## config.mk

```make
export PLATFORM = sky130hd
export DESIGN_NAME = lru_block_allocator_top
export DESIGN_NICKNAME = d
export VERILOG_FILES = /design/src/sv/lba_pkg.sv /design/src/sv/lba_store.sv /design/src/sv/lba_top_placeholder.sv /design/src/sv/lru_block_allocator_top.sv
export SDC_FILE = /design/constraint.sdc
export NUM_CORES = 1
export LEC_CHECK = 0
export BUFFER_PORTS_ARGS = -buffer_cell sky130_fd_sc_hd__buf_2
export CORE_ASPECT_RATIO = 0.8
export CORE_MARGIN = 2
export CORE_UTILIZATION = 65
export CTS_CLUSTER_SIZE = 14
export DETAILED_ROUTE_END_ITERATION = 10
export PLACE_DENSITY = 0.8
export SKIP_CTS_REPAIR_TIMING = 1
export SLEW_MARGIN = 20
export SYNTH_ARGS = -nofsm -noshare
export SYNTH_HDL_FRONTEND = slang
export SYNTH_SLANG_ARGS = --single-unit
```

## constraint.sdc

```tcl
create_clock -name clk -period 9.4 [get_ports clk]
set_clock_uncertainty 0.1 [all_clocks]
set_input_delay 0.47 -clock clk [delete_from_list [all_inputs] [get_ports clk]]
set_output_delay 0.47 -clock clk [all_outputs]
set_load 0.01 [all_outputs]
```

## src/sv/lba_pkg.sv

```systemverilog
// shared constants, codes and types for the lru block allocator
`timescale 1ns / 1ps
package lba_pkg;

	localparam int NUM_BLOCKS_DEF = 16;

	localparam int MODE_W   = 3;
	localparam int BLOCK_W  = 4;
	localparam int STATUS_W = 2;
	localparam int COUNT_W  = 8;

	// operation codes
	localparam logic [MODE_W-1:0] MODE_TOUCH    = 3'd0;
	localparam logic [MODE_W-1:0] MODE_ALLOC    = 3'd1;
	localparam logic [MODE_W-1:0] MODE_ACQUIRE  = 3'd2;
	localparam logic [MODE_W-1:0] MODE_RELEASE  = 3'd3;
	localparam logic [MODE_W-1:0] MODE_FILLED   = 3'd4;

	// status codes
	localparam logic [STATUS_W-1:0] STATUS_DONE    = 2'd0;
	localparam logic [STATUS_W-1:0] STATUS_NO_FREE = 2'd1;
	localparam logic [STATUS_W-1:0] STATUS_RANGE   = 2'd2;

	// use count values
	localparam logic signed [COUNT_W-1:0] COUNT_FREE    = 8'sd0;
	localparam logic signed [COUNT_W-1:0] COUNT_FILLED  = 8'sd1;
	localparam logic signed [COUNT_W-1:0] COUNT_WRITING = -8'sd2;
	localparam logic signed [COUNT_W-1:0] COUNT_MAX     = 8'sd127;

	// write enables into the block store
	typedef struct packed {
		logic rank;
		logic cnt;
	} store_we_t;

endpackage

```

## src/sv/lba_store.sv

```systemverilog
// rank and use count memories with per-entry valid bits standing in for the reset contents
`timescale 1ns / 1ps
module lba_store #(
	parameter int NUM_BLOCKS = lba_pkg::NUM_BLOCKS_DEF,
	parameter int IDXW       = 4,
	parameter int RW         = 5
) (
	input  logic                             clk,
	input  logic                             arst_n,
	input  logic                             rd_en,
	input  logic [IDXW-1:0]                  rd_addr,
	input  lba_pkg::store_we_t               we,
	input  logic [IDXW-1:0]                  rank_waddr,
	input  logic [RW-1:0]                    rank_wdata,
	input  logic [IDXW-1:0]                  cnt_waddr,
	input  logic signed [lba_pkg::COUNT_W-1:0] cnt_wdata,
	output logic [RW-1:0]                    rank_rdata,
	output logic signed [lba_pkg::COUNT_W-1:0] cnt_rdata
);

	logic [RW-1:0]                    rank_mem [NUM_BLOCKS];
	logic signed [lba_pkg::COUNT_W-1:0] cnt_mem [NUM_BLOCKS];

	logic [NUM_BLOCKS-1:0] rank_vld_q;
	logic [NUM_BLOCKS-1:0] cnt_vld_q;

	logic [RW-1:0]                    rank_q;
	logic signed [lba_pkg::COUNT_W-1:0] cnt_q;
	logic [IDXW-1:0]                  addr_q;
	logic                             rank_vld_rd_q;
	logic                             cnt_vld_rd_q;

	always_ff @(posedge clk) begin
		if (we.rank) begin
			rank_mem[rank_waddr] <= rank_wdata;
		end
		if (we.cnt) begin
			cnt_mem[cnt_waddr] <= cnt_wdata;
		end
		if (rd_en) begin
			rank_q        <= rank_mem[rd_addr];
			cnt_q         <= cnt_mem[rd_addr];
			addr_q        <= rd_addr;
			rank_vld_rd_q <= rank_vld_q[rd_addr];
			cnt_vld_rd_q  <= cnt_vld_q[rd_addr];
		end
	end

	always_ff @(posedge clk or negedge arst_n) begin
		if (!arst_n) begin
			rank_vld_q <= '0;
			cnt_vld_q  <= '0;
		end else begin
			if (we.rank) begin
				rank_vld_q[rank_waddr] <= 1'b1;
			end
			if (we.cnt) begin
				cnt_vld_q[cnt_waddr] <= 1'b1;
			end
		end
	end

	// unwritten entry: rank is index+1, count is zero
	assign rank_rdata = rank_vld_rd_q ? rank_q : (RW'(addr_q) + RW'(1));
	assign cnt_rdata  = cnt_vld_rd_q ? cnt_q : lba_pkg::COUNT_FREE;

endmodule

```

## src/sv/lba_top_placeholder.sv

```systemverilog
// next-rank logic for the recency sweep of the lru block allocator
`timescale 1ns / 1ps
module lba_rank_next #(
	parameter int NUM_BLOCKS = lba_pkg::NUM_BLOCKS_DEF,
	parameter int RW         = 5
) (
	input  logic          hit,
	input  logic [RW-1:0] rank_old,
	output logic [RW-1:0] rank_new
);

	// addressed block goes to rank 1, the others age and saturate at the block count
	always_comb begin
		if (hit) begin
			rank_new = RW'(1);
		end else if (rank_old < RW'(NUM_BLOCKS)) begin
			rank_new = rank_old + RW'(1);
		end else begin
			rank_new = rank_old;
		end
	end

endmodule

```

## src/sv/lru_block_allocator_top.sv

```systemverilog
// lru block allocator: sequencer around the rank and use count store
//
// channel  direction  handshake             word
// in       to block   in_valid / in_stall   mode, block_index
// out      from block out_valid / out_stall status, result_block, use_count
//
// acquire, mark filled, out-of-range blocks, undefined modes and a touch or release
// of the rank 1 block go from the lookup straight to the result without a sweep.
// touch, release and allocate sweep every entry through the single store read port.
// arst_n clears control state; store entries read as their reset values until written.
// in_stall is high whenever an item is in flight; a result waiting on out_stall
// does not hold off the next word.
`timescale 1ns / 1ps
module lru_block_allocator_top #(
	parameter int NUM_BLOCKS = lba_pkg::NUM_BLOCKS_DEF
) (
	input  logic                                clk,
	input  logic                                arst_n,
	input  logic                                in_valid,
	output logic                                in_stall,
	input  logic [lba_pkg::MODE_W-1:0]          mode,
	input  logic [lba_pkg::BLOCK_W-1:0]         block_index,
	output logic                                out_valid,
	input  logic                                out_stall,
	output logic [lba_pkg::STATUS_W-1:0]        status,
	output logic [lba_pkg::BLOCK_W-1:0]         result_block,
	output logic signed [lba_pkg::COUNT_W-1:0]  use_count
);

	localparam int IDXW = (NUM_BLOCKS > 1) ? $clog2(NUM_BLOCKS) : 1;
	localparam int RW   = $clog2(NUM_BLOCKS + 1);
	localparam int SW   = IDXW + 1;

	typedef enum logic [3:0] {
		S_IDLE = 4'b0001,
		S_LOOK = 4'b0010,
		S_SCAN = 4'b0100,
		S_DONE = 4'b1000
	} state_t;

	state_t state_q;

	logic [lba_pkg::MODE_W-1:0]   mode_q;
	logic [lba_pkg::BLOCK_W-1:0]  blk_q;
	logic [SW-1:0]                scan_idx_q;
	logic                         scan_vld_s1;
	logic [IDXW-1:0]              scan_idx_s1;
	logic                         found_q;
	logic [IDXW-1:0]              best_idx_q;
	logic [RW-1:0]                best_rank_q;
	logic [lba_pkg::STATUS_W-1:0] res_status_q;
	logic signed [lba_pkg::COUNT_W-1:0] res_count_q;

	logic [lba_pkg::STATUS_W-1:0] status_q;
	logic [lba_pkg::BLOCK_W-1:0]  result_block_q;
	logic signed [lba_pkg::COUNT_W-1:0] use_count_q;
	logic                         out_valid_q;

	logic                         accept;
	logic                         scan_issue;
	logic                         out_load;
	logic                         in_rng;
	logic                         is_alloc;
	logic                         is_touch;
	logic                         alloc_wr;

	logic                         rd_en;
	logic [IDXW-1:0]              rd_addr;
	lba_pkg::store_we_t           we;
	logic [IDXW-1:0]              cnt_waddr;
	logic signed [lba_pkg::COUNT_W-1:0] cnt_wdata;
	logic [RW-1:0]                rank_wdata;
	logic [RW-1:0]                rank_rd;
	logic signed [lba_pkg::COUNT_W-1:0] cnt_rd;

	logic signed [lba_pkg::COUNT_W-1:0] new_cnt;
	logic [lba_pkg::STATUS_W-1:0] new_status;
	logic                         cnt_upd;

	assign accept     = in_valid && (state_q == S_IDLE);
	assign in_stall   = (state_q != S_IDLE);
	assign scan_issue = (state_q == S_SCAN) && (32'(scan_idx_q) < 32'(NUM_BLOCKS));
	assign out_load   = (state_q == S_DONE) && (!out_valid_q || !out_stall);
	assign in_rng     = 32'(blk_q) < 32'(NUM_BLOCKS);
	assign is_alloc   = (mode_q == lba_pkg::MODE_ALLOC);
	assign is_touch   = (mode_q == lba_pkg::MODE_TOUCH) || (mode_q == lba_pkg::MODE_RELEASE);
	assign alloc_wr   = out_load && is_alloc && found_q;

	// count update for the addressed block, evaluated while the read data is up
	always_comb begin
		new_cnt    = cnt_rd;
		new_status = lba_pkg::STATUS_DONE;
		cnt_upd    = 1'b0;
		case (mode_q)
			lba_pkg::MODE_ACQUIRE: begin
				cnt_upd = 1'b1;
				if (cnt_rd >= lba_pkg::COUNT_MAX) begin
					new_status = lba_pkg::STATUS_RANGE;
				end else begin
					new_cnt = cnt_rd + 8'sd1;
				end
			end
			lba_pkg::MODE_RELEASE: begin
				cnt_upd = 1'b1;
				if (cnt_rd <= lba_pkg::COUNT_WRITING) begin
					new_status = lba_pkg::STATUS_RANGE;
				end else begin
					new_cnt = cnt_rd - 8'sd1;
				end
			end
			lba_pkg::MODE_FILLED: begin
				cnt_upd = 1'b1;
				new_cnt = lba_pkg::COUNT_FILLED;
			end
			default: begin
				cnt_upd = 1'b0;
			end
		endcase
	end

	// store port control
	assign rd_en   = accept || scan_issue;
	assign rd_addr = accept ? IDXW'(block_index) : scan_idx_q[IDXW-1:0];

	assign we.rank   = scan_vld_s1 && !is_alloc;
	assign we.cnt    = ((state_q == S_LOOK) && in_rng && !is_alloc && cnt_upd) || alloc_wr;
	assign cnt_waddr = alloc_wr ? best_idx_q : IDXW'(blk_q);
	assign cnt_wdata = alloc_wr ? lba_pkg::COUNT_WRITING : new_cnt;

	lba_rank_next #(
		.NUM_BLOCKS (NUM_BLOCKS),
		.RW         (RW)
	) u_rank_next (
		.hit      (scan_idx_s1 == IDXW'(blk_q)),
		.rank_old (rank_rd),
		.rank_new (rank_wdata)
	);

	lba_store #(
		.NUM_BLOCKS (NUM_BLOCKS),
		.IDXW       (IDXW),
		.RW         (RW)
	) u_store (
		.clk        (clk),
		.arst_n     (arst_n),
		.rd_en      (rd_en),
		.rd_addr    (rd_addr),
		.we         (we),
		.rank_waddr (scan_idx_s1),
		.rank_wdata (rank_wdata),
		.cnt_waddr  (cnt_waddr),
		.cnt_wdata  (cnt_wdata),
		.rank_rdata (rank_rd),
		.cnt_rdata  (cnt_rd)
	);

	// sequencer
	always_ff @(posedge clk or negedge arst_n) begin
		if (!arst_n) begin
			state_q     <= S_IDLE;
			scan_vld_s1 <= 1'b0;
			found_q     <= 1'b0;
			scan_idx_q  <= '0;
		end else begin
			scan_vld_s1 <= scan_issue;
			if (scan_issue) begin
				scan_idx_q <= scan_idx_q + SW'(1);
			end
			case (state_q)
				S_IDLE: begin
					if (accept) begin
						state_q <= S_LOOK;
					end
				end
				S_LOOK: begin
					scan_idx_q <= '0;
					found_q    <= 1'b0;
					if (is_alloc) begin
						state_q <= S_SCAN;
					end else if (in_rng && is_touch && (rank_rd != RW'(1))) begin
						state_q <= S_SCAN;
					end else begin
						state_q <= S_DONE;
					end
				end
				S_SCAN: begin
					// free block of highest rank, first index wins a tie
					if (scan_vld_s1 && is_alloc && (cnt_rd == lba_pkg::COUNT_FREE) &&
					    (!found_q || (rank_rd > best_rank_q))) begin
						found_q <= 1'b1;
					end
					if (!scan_issue && !scan_vld_s1) begin
						state_q <= S_DONE;
					end
				end
				S_DONE: begin
					if (out_load) begin
						state_q <= S_IDLE;
					end
				end
				default: begin
					state_q <= S_IDLE;
				end
			endcase
		end
	end

	// item payload and scan tracking
	always_ff @(posedge clk) begin
		if (accept) begin
			mode_q <= mode;
			blk_q  <= block_index;
		end
		if (scan_issue) begin
			scan_idx_s1 <= scan_idx_q[IDXW-1:0];
		end
		if ((state_q == S_LOOK) && !is_alloc) begin
			res_status_q <= in_rng ? new_status : lba_pkg::STATUS_DONE;
			res_count_q  <= in_rng ? new_cnt : lba_pkg::COUNT_FREE;
		end
		if ((state_q == S_SCAN) && scan_vld_s1 && is_alloc &&
		    (cnt_rd == lba_pkg::COUNT_FREE) && (!found_q || (rank_rd > best_rank_q))) begin
			best_idx_q  <= scan_idx_s1;
			best_rank_q <= rank_rd;
		end
	end

	// output register
	always_ff @(posedge clk or negedge arst_n) begin
		if (!arst_n) begin
			out_valid_q <= 1'b0;
		end else if (out_load) begin
			out_valid_q <= 1'b1;
		end else if (!out_stall) begin
			out_valid_q <= 1'b0;
		end
	end

	always_ff @(posedge clk) begin
		if (out_load) begin
			if (is_alloc) begin
				status_q       <= found_q ? lba_pkg::STATUS_DONE : lba_pkg::STATUS_NO_FREE;
				result_block_q <= found_q ? lba_pkg::BLOCK_W'(best_idx_q) : '0;
				use_count_q    <= found_q ? lba_pkg::COUNT_WRITING : lba_pkg::COUNT_FREE;
			end else begin
				status_q       <= res_status_q;
				result_block_q <= blk_q;
				use_count_q    <= res_count_q;
			end
		end
	end

	assign out_valid    = out_valid_q;
	assign status       = status_q;
	assign result_block = result_block_q;
	assign use_count    = use_count_q;

`ifndef ASSERT_OFF
	a_accept_to_look: assert property (@(posedge clk) disable iff (!arst_n)
		(in_valid && !in_stall) |=> (state_q == S_LOOK))
		else $error("accepted word did not start a lookup");

	a_result_from_done: assert property (@(posedge clk) disable iff (!arst_n)
		$rose(out_valid_q) |-> $past(state_q == S_DONE))
		else $error("result appeared outside the done state");

	a_rank_write_in_range: assert property (@(posedge clk) disable iff (!arst_n)
		we.rank |-> ((32'(scan_idx_s1) < 32'(NUM_BLOCKS)) && (state_q == S_SCAN)))
		else $error("rank write outside the sweep");

	a_alloc_write_found: assert property (@(posedge clk) disable iff (!arst_n)
		(we.cnt && (state_q == S_DONE)) |-> (found_q && is_alloc))
		else $error("allocate wrote a count without a free block");

	a_no_read_while_done: assert property (@(posedge clk) disable iff (!arst_n)
		(state_q == S_DONE) |-> !rd_en)
		else $error("store read issued while a result is pending");
`endif

endmodule
```

==> Yosys cells after proc, flatten, opt, wreduce, memory -nomap -nowiden <==
Memory sizes are Yosys's and may differ from the RTL's. A register that Yosys moved wholly into a read port is not among the register bits.
Index checks and enable logic that the tools add are counted.
{ "totals": {"reg_bits": 94, "latchBits": 0, "ram_bits": 208, "rom_bits": 0, "inputBits": 11, "out_inout_bits": 16, "word_cells": 136, "memories": 2} }
{ "mem_list": {"columns": ["memory", "words", "word_bits", "rd", "rd_ports_with_merged_regs", "wr", "line_no", "text"], "rows": [
  ["u_store.cnt_mem", 16, 8, 1, 1, 1, "lba_store.sv:22", "logic signed [lba_pkg::COUNT_W-1:0] cnt_mem [NUM_BLOCKS];"],
  ["u_store.rank_mem", 16, 5, 1, 1, 1, "lba_store.sv:21", "logic [RW-1:0] rank_mem [NUM_BLOCKS];"]
]} }
{ "op_classes": {"addsub": 5, "n_mul": 0, "div_mod_pow": 0, "magnitude_cmp": 10, "n_eq_ne": 16, "shifts": 0, "muxes": 44, "bitwise_logic": 2, "n_reduce_logical": 37} }
{ "op_table": {"columns": ["op", "n"], "rows": [
  ["two-way mux 8 bit", 6],
  ["two-way mux 4 bit", 9],
  ["bitwise OR 16 bit", 2],
  ["two-way mux 5 bit", 5],
  ["one-hot mux 8 bit (3 select lines)", 1],
  ["logical AND 1 bit", 19],
  ["one-hot mux 4 bit (4 select lines)", 1],
  ["less-than comparator 4 x 5 -> 1 bit (second input constant)", 3],
  ["two-way mux 1 bit", 13],
  ["adder 5 x 1 -> 5 bit (second input constant)", 2],
  ["less-than comparator 5 bit (second input constant)", 2],
  ["adder 8 x 2 -> 8 bit (second input constant)", 1],
  ["binary-select mux 1 bit (select 4 bit)", 2],
  ["demux 1 bit (select 4 bit)", 2],
  [">= comparator 4 x 1 -> 1 bit (second input constant)", 2],
  [">= comparator 8 bit (second input constant)", 1],
  ["less-or-equal comparator 8 x 2 -> 1 bit (second input constant)", 1],
  ["zero test 8 bit", 1],
  ["subtractor 8 x 2 -> 8 bit (second input constant)", 1],
  ["equality test 3 x 2 -> 1 bit (second input constant)", 2],
  ["zero test 1 bit", 6],
  ["two-way mux 2 bit", 3],
  ["!= test 2 x 1 -> 1 bit (second input constant)", 3],
  ["adder 4 x 1 -> 5 bit (second input constant)", 1],
  ["other kinds (19)", 25]
]} }

==> Longest topological paths before layout <==
Gate-level depths: netlist of run 1.
{ "logic_depth": {"word_depth": 11, "mapped_depth": 11} }

==> By module <==
A second synthesis of run 1 with hierarchy kept.
{ "hier_totals": {"cells_unflattened": 794, "area_unflattened_um2": 13259.0} }
{ "modules_own_cells": {"columns": ["module", "instances", "cells_per_inst", "area_each_um2", "seq_area_each_um2"], "rows": [
  ["lba_store", 1, 488, 9999.6, 7617.3],
  ["lru_block_allocator_top", 1, 293, 3168.0, 1592.8],
  ["lba_rank_next", 1, 13, 91.3, 0.0]
]} }

==> Least setup slack after synthesis of run 1 <==
OpenSTA, ideal clock, no wires.
{ "synth_path": {"kind": "reg-to-reg", "from": "register u_store.cnt_vld_rd_q", "to": "memory u_store.cnt_mem[0][0] (netlist name) (data pin)", "arrival_time_ps": 2966, "path_slack_ps": 6004, "path_stages_with_launch": 12, "path_cell_list": "edfxtp_1 > clkbuf_1 > clkbuf_1 > nand2_1 > inv_1 > ha_1 > and3_1 > nor3b_1 > mux2i_1 > a21oi_1 > a31oi_1 > o21ai_0"} }
{ "synth_between": {"elab_chain_len": 5} }
{ "synth_lines": {"columns": ["item", "line_no", "text"], "rows": [
  ["start: declaration", "lba_store.sv:31", "logic cnt_vld_rd_q;"],
  ["start signal: assignment", "lba_store.sv:45", "cnt_vld_rd_q <= cnt_vld_q[rd_addr];"],
  ["two-way mux 8 bit (*)", "lba_store.sv:65", "assign cnt_rdata = cnt_vld_rd_q ? cnt_q : lba_pkg::COUNT_FREE;"],
  ["subtractor 8 x 2 -> 8 bit, or another cell as far along", "lru_block_allocator_top.sv:108", "new_cnt = cnt_rd - 8'sd1;"],
  ["two-way mux 8 bit (on tied branches)", "lru_block_allocator_top.sv:105, lru_block_allocator_top.sv:97", null],
  ["one-hot mux 8 bit (3 select lines) (*)", "lru_block_allocator_top.sv:94", "case (mode_q)"],
  ["two-way mux 8 bit (*)", "lru_block_allocator_top.sv:128", "assign cnt_wdata = alloc_wr ? lba_pkg::COUNT_WRITING : new_cnt;"],
  ["net cnt_wdata, one bit", "lru_block_allocator_top.sv:71", "logic signed [lba_pkg::COUNT_W-1:0] cnt_wdata;"],
  ["end: declaration", "lba_store.sv:22", null]
]} }
Mark *: on every way through the listed nets, which the timed path passes. The rest lies on a longest branch.

==> Worst setup path in the final report of run 1 <==
{ "layout_path": {"from": "register mode_q[0] (netlist name)", "to": "memory u_store.cnt_mem[6][4] (netlist name), enable pin"} }
{ "layout_between": {"elab_chain_len": 7} }
{ "layout_lines": {"columns": ["item", "line_no", "text"], "rows": [
  ["start: declaration", "lru_block_allocator_top.sv:43", "logic [lba_pkg::MODE_W-1:0] mode_q;"],
  ["start signal: assignment", "lru_block_allocator_top.sv:211", "mode_q <= mode;"],
  ["equality test 3 x 2 -> 1 bit, or another cell as far along", "lru_block_allocator_top.sv:94", null],
  ["OR reduction 3 bit (no source line) or zero test 1 bit (tied branches)", null, null],
  ["two-way mux 1 bit or logical AND 1 bit (tied branches)", "lru_block_allocator_top.sv:94, lru_block_allocator_top.sv:126", null],
  ["logical AND 1 bit", "lru_block_allocator_top.sv:126", "assign we.cnt = ((state_q == S_LOOK) && in_rng && !is_alloc && cnt_upd) || alloc_wr;"],
  ["logical OR 1 bit", "lru_block_allocator_top.sv:126", null],
  ["two-way mux 1 bit", "lba_store.sv:37", "if (we.cnt) begin"],
  ["two-way mux 1 bit (not written as such)", "lba_store.sv:38", "cnt_mem[cnt_waddr] <= cnt_wdata;"]
]} }
Parallel ways exist; a longest one is shown, timed or not.

==> results of run 1 <==
[registers in the layout, summed over array words and instances (netlist names), 5 cells and up]
| name | cells |
|---|---|
| u_store.cnt_mem | 128 |
| u_store.rank_mem | 80 |
| u_store.cnt_vld_q | 16 |
| u_store.rank_vld_q | 16 |
| res_count_q | 8 |
| u_store.cnt_q | 8 |
| use_count | 8 |
| best_rank_q | 5 |
| scan_idx_q | 5 |
| u_store.rank_q | 5 |
[cells in the mapped netlist, types with 4 or more instances]
library cell	n	area (sq um)
a21o_1	8	60.1
a211oi_1	117	878
and3_1	31	194
xor2_1	10	87.6
a21oi_1	45	225
nor3_1	12	60.1
a22oi_1	5	37.5
buf_2	6	30.0
nand4_1	9	56.3
nor4_1	27	169
nor2b_1	5	31.3
or4_1	16	120
and2_1	5	31.3
clkbuf_1	50	188
o21ai_0	55	275
nand2_1	79	297
nor3b_1	4	30.0
xnor2_1	5	43.8
a31oi_1	7	43.8
mux2i_1	4	40.0
edfxtp_1	270	8110
nor2_1	92	345
inv_1	25	93.8
nand2b_1	9	56.3
or2_2	32	200
dfrtp_1	43	1080
nand3_1	17	85.1
ha_1	11	138
[stage by stage]
step	cells	hold WS, ns	total power [mW]	setup slack (ns)
final	1371	0.0284	4.07	5.27
after CTS	1366	-0.0319	4.04	5.39
after global routing	1370	0.0224	4.22	4.99
after floorplan	1059	0.0744	2.56	6.00
after detailed placement	1310	0.347	2.92	5.40
after global placement	1310	0.342	2.89	5.47
[worst register-to-register path: cells and delay by family (launching register included)]
family,cells,cell delay [ns]
AND/OR/NAND/NOR,4,2.76
flip-flops,1,0.73
AO/OA/AOI/OAI,1,0.16
[report_power, final]
group          internal, mW  switching, mW  total, mW  leakage (nW)
clock network         0.632          0.506       1.14         0.450
registers              1.80          0.105       1.91          3.06
logic                 0.279          0.742       1.02          1.82
[metal layers]
layer	routed length (um)	track usage, %	up-vias
met5	0	0	-
met3	3610	6.90	78
met4	852	9.48	0
met2	15300	46.5	565
li1	-	-	4091
met1	13600	46.2	4549
[logic make-up (layout without fill, tap and decap cells)]
logic type / Yosys count / in the layout / synth area share, %
adder cells (fa/ha/maj): 13 / 13 / 1.17
XOR/XNOR: 15 / 15 / 0.971
buffers and inverters: 90 / 132 / 2.66
flip-flops: 314 / 314 / 68.1
AND/OR/NAND/NOR: 351 / 351 / 13.3
AO/OA/AOI/OAI: 271 / 271 / 13.4
multiplexers: 5 / 5 / 0.379
other: 0 / 1 / 0
[area by class of cell]
type	instances	area share, %
clock inverters	17	0.848
multi-input cells	655	26.9
inverters	29	0.748
diodes	1	0.0168
well taps	269	2.26
clock buffers	39	5.40
repair buffers	47	2.02
flip-flops and latches	314	61.8
[worst paths after layout]
check / start / to / depth (start not counted)
hold reg to reg: u_store.rank_vld_q[9] / u_store.rank_vld_q[9] / 2
setup / recovery: mode_q[0] / u_store.cnt_mem[6][4] / 5
min in group asynchronous: arst_n / scan_idx_q[4] / 2
hold / removal: block_index[0] / blk_q[0] / 1
max in group asynchronous: arst_n / u_store.rank_vld_q[12] / 2
setup reg to reg: mode_q[0] / u_store.cnt_mem[6][4] / 5
==> flow_summary.ini, run 1 <==
[run_status]
status = completed

[synthesis]
synth_edf_count = 270
seq_area_frac_synth_pct = 68.1
yosysUniqueCellTypes = 69
ys.flop_type = edfxtp_1
synth.avg_cell_area_sq_um = 12.8
ys_warn_count = 0
netlist_area_sq_mm = 0.0135
async_reset_ff_share_pct = 14.0
syn_inst = 1059
synth.net_count = 1081
ys_ff_latch = 314

[setup_path]
crit_family = simple AND/OR/NAND/NOR gates
crit_chain = nor4bb_1 > nand3b_2 > nor3b_1 > a31oi_1 > nor2_1
crit_path_start_kind = register
cp.arrival_ns = 4.21
critical-path-max-stage-delay_ns = 0.93
crit_fanout = 18
critPathCaptureType = register
regToRegSetupSlack_ns = 5.27
crit_type = register to register
critPathSlowestCell = nor2_1
path_buf_inv = 0
required_ns = 9.48

[route]
wire_per_inst_um = 24.4
dr.pass1.iters = 6
dr_total_vias = 9283
drc = 0
drtAntennaViolNets = 0
dr.first_iter.drc_count = 1286
drt_wl_total_mm = 33.4
vias_per_cell = 6.77

[timing]
report.final.slew_viol_count = 0
finalSetupViolCount = 0
final_hold_viol_count = 0
tns_ns = 0
clock.fmax_ghz = 0.242
slew_headroom_pct = 23.7
period_needed_ns = 4.13
layout_worst_path_cycle_share_pct = 44.0
rsz0062_at_grt = no
worstMarginPinSlew_ns = 1.14

[place]
placed_cell_area_sq_mm = 0.0139
port_buffers = 26
gp_congestion = 1.02
dpl.hpwl_mm = 20.8

[final_layout]
final_util_pct = 72.6
multi_input_area_sq_mm = 0.00400
design_area_sq_mm = 0.0149
nFillCells = 1333
layout_commonest_cell = edfxtp_1
drive_gt1_share_pct = 13.4
mostFrequentLayoutCells = edfxtp_1, a211oi_1, nor2_1
regArea_sq_mm = 0.00921
nets = 1099
syn2layout_area_growth_pct = 10.1

[grt]
grt_pass1_wl_mm = 51.4
grt_overflow = 0
grt_start_max_net_pins = 65
antenna_found_initial = 1
grt_usage_pct = 31.0
grt_pass1_vias = 8852

[floorplanning]
fp.dieH_um = 133
dieArea_sq_mm = 0.0220
start_util_pct = 65.9
io_pins = 27
row_count = 47
die_width_um = 165
fp.coreArea_sq_mm = 0.0205

[cts]
cts_root_buf = clkbuf_16
path_clk_slew_ns = 0.06
htreeDepth = 1
clkSinkCount = 314
cts_tree = yes
clockBufferDepth = 3
cts-buffers-inserted = 30
insertion_delay_ns = 0.57

[run]
maxCapViolCount = 0

[power]
peakVddDrop_mv = 0.357
power.density_mw_per_mm2 = 273
leakage_nw = 5.33

[min_path]
hp-class = input port to register
No activity file was read; power rests on OpenSTA's default activity.
==> run 2: changes to the inputs <==
- CORE_UTILIZATION: 65 -> 62
- PLACE_DENSITY: 0.8 -> 0.77
- clock period: 9.4 -> 4.25 ns (I/O delays scaled with it)
==> run 2 against run 1 <==
  * The flow now finishes with violations (negative hold slack)
  * Core utilization down 1.4 points
  * First-iteration DRC count down 4.4%
  * Worst setup slack worse by 4.5 ns
  * Highest routed layer unchanged
==> flow_summary.ini, run 2 (synthesized netlist as in run 1, its figures left out) <==
[final_layout]
largest-register = u_store.cnt_mem
fin_cells = 1408
top_regs = u_store.cnt_mem x128, u_store.rank_mem x80
drive_gt1_share_pct = 14.8
layout_commonest_cell = edfxtp_1
syn2layout_area_growth_pct = 13.2
largest_reg_flops = 128
nFillCells = 1408
design_area_sq_mm = 0.0153
nets = 1130
mostFrequentLayoutCells = edfxtp_1, a211oi_1, nor2_1

[floorplanning]
fp.coreArea_sq_mm = 0.0215
start_util_pct = 62.9
die_width_um = 169
fp.dieH_um = 136
row_count = 48
io_pins = 27
dieArea_sq_mm = 0.0230

[cts]
path_clk_slew_ns = 0.06
cts_tree = yes
clockBufferDepth = 3
htreeDepth = 1
cts_root_buf = clkbuf_16
cts-buffers-inserted = 30
clkSinkCount = 314
insertion_delay_ns = 0.56

[grt]
grt_overflow = 0
grt_pass1_vias = 9071
grt_pass1_wl_mm = 52.7
grt_usage_pct = 30.5
antenna_found_initial = 0
grt_start_max_net_pins = 71

[route]
drtAntennaViolNets = 0
dr_total_vias = 9357
dr.first_iter.drc_count = 1230
drt_wl_total_mm = 34.6
vias_per_cell = 6.65
drc = 0
wire_per_inst_um = 24.6
dr.pass1.iters = 5

[setup_path]
regToRegSetupSlack_ns = 0.80
r2r_end = u_store.cnt_q[2]
crit_path_start_kind = register
cp.arrival_ns = 3.65
crit_fanout = 51
r2r_start = state_q[0]
required_ns = 4.44
crit_type = register to register
reg2regPathDepth = 9
critPathCaptureType = register

[place]
preCtsSetupSlack_ns = 0.832
dpl.hpwl_mm = 21.4
post-place-cells = 1342
placed_cell_area_sq_mm = 0.0141
port_buffers = 26
gp_congestion = 0.891

[timing]
hold_ws_ns = -0.000504
worstMarginPinSlew_ns = 1.11
finalSetupViolCount = 0
period_needed_ns = 3.45
report.final.slew_viol_count = 0
slew_headroom_pct = 25.8
layout_worst_path_cycle_share_pct = 81.3
rsz0062_at_grt = no
layout_setup_ws_ns = 0.796
tns_ns = 0
final_hold_viol_count = 1
clock.fmax_ghz = 0.289

[min_path]
hold_end = state_q[1]
hold_depth = 3
hp-class = input port to register
hp-start = in_valid

[power]
leakage_nw = 5.58
peakVddDrop_mv = 0.539
power_mw = 9.40
power.density_mw_per_mm2 = 614

[run_status]
violations = negative hold slack
status = complete, but fails checks

[run]
maxCapViolCount = 0
[run 2: report_power, final]
| group | internal (mW) | total [mW] | leakage (nW) | switching (mW) |
|---|---|---|---|---|
| Sequential | 3.98 | 4.20 | 3.06 | 0.212 |
| Clock | 1.78 | 2.89 | 0.526 | 1.11 |
| Combinational | 0.666 | 2.32 | 1.99 | 1.65 |
| Total | 6.43 | 9.40 | 5.58 | 2.97 |
[run 2: critical path, cell delays in order, from the launching register on]
cell      delay, ns
dfstp_2        0.57
nor4b_4        0.41
inv_2          0.11
o21ai_2        0.16
and2_2         0.46
inv_2          0.22
buf_12         0.25
a211oi_1       0.32
nor4_1         0.09
or4_1          0.49
[run 2: cell type report]
class                      instances  area [sq um]  share of cell area, %
sequential                       314          9210                   60.2
multi-input combinational        655          3980                   26.0
clock buffer                      45           878                   5.74
timing repair buffer              78           581                   3.79
tap                              275           344                   2.25
clock inverter                    11           201                   1.32
inverter                          29           109                  0.711
antenna                            1          2.50                 0.0163
[run 2: metal layers]
layer / up-vias / track usage [%] / wire length, um
met1: 4595 / 43.8 / 14200
met5: - / 0 / 0
met2: 520 / 47.6 / 15900
met4: 0 / 10.7 / 1100
met3: 87 / 5.82 / 3390
li1: 4155 / - / -
[run 2: stage by stage]
| step | hold slack [ns] | utilization (%) |
|---|---|---|
| after floorplan | -0.183 | - |
| after global placement | 0.229 | 65.7 |
| after detailed placement | 0.230 | 65.7 |
| after CTS | -0.352 | 70.7 |
| after global routing | 0.0361 | 71.2 |
| final | -0.000504 | 71.2 |
[run 2: worst max path at each step]
| stage | start | end | slack (ns) | depth (start not counted) |
|---|---|---|---|---|
| 2_1_floorplan | u_store.cnt_vld_rd_q | u_store.cnt_mem[0][0] | 0.85 | 11 |
| 3_3_place_gp | u_store.addr_q[0] | best_idx_q[3] | 0.88 | 10 |
| 3_5_place_dp | state_q[0] | u_store.cnt_q[4] | 0.83 | 9 |
| 4_1_cts | u_store.cnt_vld_rd_q | u_store.cnt_mem[10][6] | 0.79 | 8 |
| 5_1_grt | state_q[0] | u_store.cnt_q[4] | 0.61 | 9 |
| 6_report | state_q[0] | u_store.cnt_q[2] | 0.80 | 9 |
==> run 3: changes to the inputs <==
- CORE_UTILIZATION: 62 -> 56
- PLACE_DENSITY: 0.77 -> 0.73
- clock period: 4.25 -> 2.8 ns (I/O delays scaled with it)
==> run 3 against run 2 <==
  * The flow finishes with violations (negative setup slack)
  * Register-to-register slack got worse by 0.95 ns
  * First-iteration DRC count fell by 2.0%
  * Die area rose by 10%
  * Wire length rose by 9.9%
  * Via count rose by 6.8%
  * Sequential power rose by 50%
  * Core utilization rose by 1.1 points
  * Non-clock buffer count rose by 119
  * Sequential cell count did not move
  * Clock-buffer cell count fell by 2
  * Combinational power rose by 120%
  * Sequential share of layout area fell by 6.2 points
  * Critical endpoint is now u_store.cnt_q[6]
  * Largest power group unchanged
  * Highest routed layer unchanged
==> flow_summary.ini, run 3 (synthesized netlist as in run 1, its figures left out) <==
[floorplanning]
start_util_pct = 57.4
die_width_um = 178
dieArea_sq_mm = 0.0254
fp.dieH_um = 143
fp.coreArea_sq_mm = 0.0236
row_count = 50
io_pins = 27

[place]
placed_cell_area_sq_mm = 0.0151
gp_congestion = 0.886
preCtsSetupSlack_ns = -0.0996
dpl.hpwl_mm = 22.7
port_buffers = 26

[power]
seqPwrFrac_pct = 40.0
pwr-share-clk_pct = 27.0
p_int_mw = 10.5
comb_power_share_pct = 33.0
power.density_mw_per_mm2 = 922
switching_share_pct = 33.0
leakage_nw = 6.33
netSwitchingPower_mw = 5.20
peakVddDrop_mv = 0.599

[grt]
grt_usage_pct = 28.0
antenna_found_initial = 1
grt_overflow = 0
grt_start_max_net_pins = 46
grt_pass1_wl_mm = 53.4
grt_pass1_vias = 9226

[timing]
hold_ws_ns = 0.0464
slew_headroom_pct = 39.0
worstMarginPinSlew_ns = 0.908
rsz0062_at_grt = yes
final_hold_viol_count = 0
layout_setup_ws_ns = -0.152
layout_worst_path_cycle_share_pct = 105
period_needed_ns = 2.95
finalSetupViolCount = 24
report.final.slew_viol_count = 0
clock.fmax_ghz = 0.339

[run_status]
status = complete, but fails checks
violations = negative setup slack

[route]
dr.pass1.iters = 5
vias_per_cell = 6.39
drc = 0
dr_total_vias = 9990
drtAntennaViolNets = 0
wire_per_inst_um = 24.3
drt_wl_total_mm = 38.0
dr.first_iter.drc_count = 1206

[final_layout]
drive_gt1_share_pct = 30.4
layout_commonest_cell = edfxtp_1
design_area_sq_mm = 0.0171
mostFrequentLayoutCells = edfxtp_1, buf_4, nor2_1
largest_reg_flops = 128
nFillCells = 1522
nets = 1250
largest-register = u_store.cnt_mem
top_regs = u_store.cnt_mem x128, u_store.rank_mem x80
syn2layout_area_growth_pct = 26.1
num_antenna_cells = 0

[cts]
path_clk_slew_ns = 0.07
insertion_delay_ns = 0.55
clkSinkCount = 314
cts-buffers-inserted = 30
cts_tree = yes
cts_root_buf = clkbuf_16
htreeDepth = 1
clockBufferDepth = 3

[setup_path]
required_ns = 3.00
critPathCaptureType = register
crit_fanout = 7
cp.arrival_ns = 3.15
crit_path_start_kind = register
regToRegSetupSlack_ns = -0.15
crit_type = register to register

[min_path]
hp-class = input port to asynchronous set/reset pin

[run]
maxCapViolCount = 0
run 3: cell count changes in the layout (fill, tap and decap cells not counted), sizes merged, moves of 2 or more:
cell,delta
buf,+114
bufinv,-2
clkbuf,+2
clkinv,+2
clkinvlp,+2
run 3: area by class of cell:
cell class / count / area (sq um) / area share [%]
Multi-Input combinational cell: 656 / 4570 / 26.8
Clock buffer: 43 / 871 / 5.10
Sequential cell: 314 / 9210 / 54.0
Inverter: 29 / 126 / 0.741
Timing Repair Buffer: 197 / 1720 / 10.1
Tap cell: 312 / 390 / 2.29
Clock inverter: 13 / 173 / 1.01
run 3: path summary, 6_finish.rpt:
kind | endpoint | cells past startpoint | start
min in group clk | mode_q[2] | 2 | mode[2]
worst max-delay path | u_store.cnt_q[6] | 11 | state_q[0]
max in group asynchronous | u_store.cnt_vld_q[5] | 2 | arst_n
worst max register to register | u_store.cnt_q[6] | 11 | state_q[0]
worst min register to register | u_store.cnt_vld_q[4] | 1 | u_store.cnt_vld_q[4]
worst min-delay path | u_store.rank_vld_q[1] | 2 | arst_n
run 3: critical path, stage by stage, from the launching register on:
cell       delay (ns)
dfstp_2          0.53
nor4b_4          0.21
buf_4            0.21
inv_6            0.06
o21ai_4          0.16
and2_4           0.23
inv_8            0.07
buf_12           0.15
clkbuf_16        0.17
a21oi_1          0.18
a211oi_1         0.12
or4_1            0.50
run 3: per-layer routing:
layer	wire length [um]	vias up	GRT usage, %
met4	1210	0	8.93
met1	15500	4923	40.4
met5	0	-	0
li1	-	4403	-
met3	3510	90	4.58
met2	17800	574	44.0
run 3: power groups by stage:
stage	logic (mW)	registers (mW)	clock network, mW
5_1_grt	5.52	6.31	4.46
4_1_cts	4.30	6.26	4.26
6_report	5.20	6.29	4.25
2_1_floorplan	2.34	6.28	0
3_5_place_dp	4.27	6.35	0
3_3_place_gp	4.18	6.34	0
run 3: through the flow:
| step | setup TNS, ns | instances | utilization, % | total power [mW] |
|---|---|---|---|---|
| after floorplan | -0.237 | 1059 | - | 8.62 |
| after global placement | -1.48 | 1478 | 63.9 | 10.5 |
| after detailed placement | -2.17 | 1478 | 63.9 | 10.6 |
| after CTS | -4.85 | 1534 | 68.3 | 14.8 |
| after global routing | -4.23 | 1564 | 72.3 | 16.3 |
| final | -2.66 | 1564 | 72.3 | 15.7 |
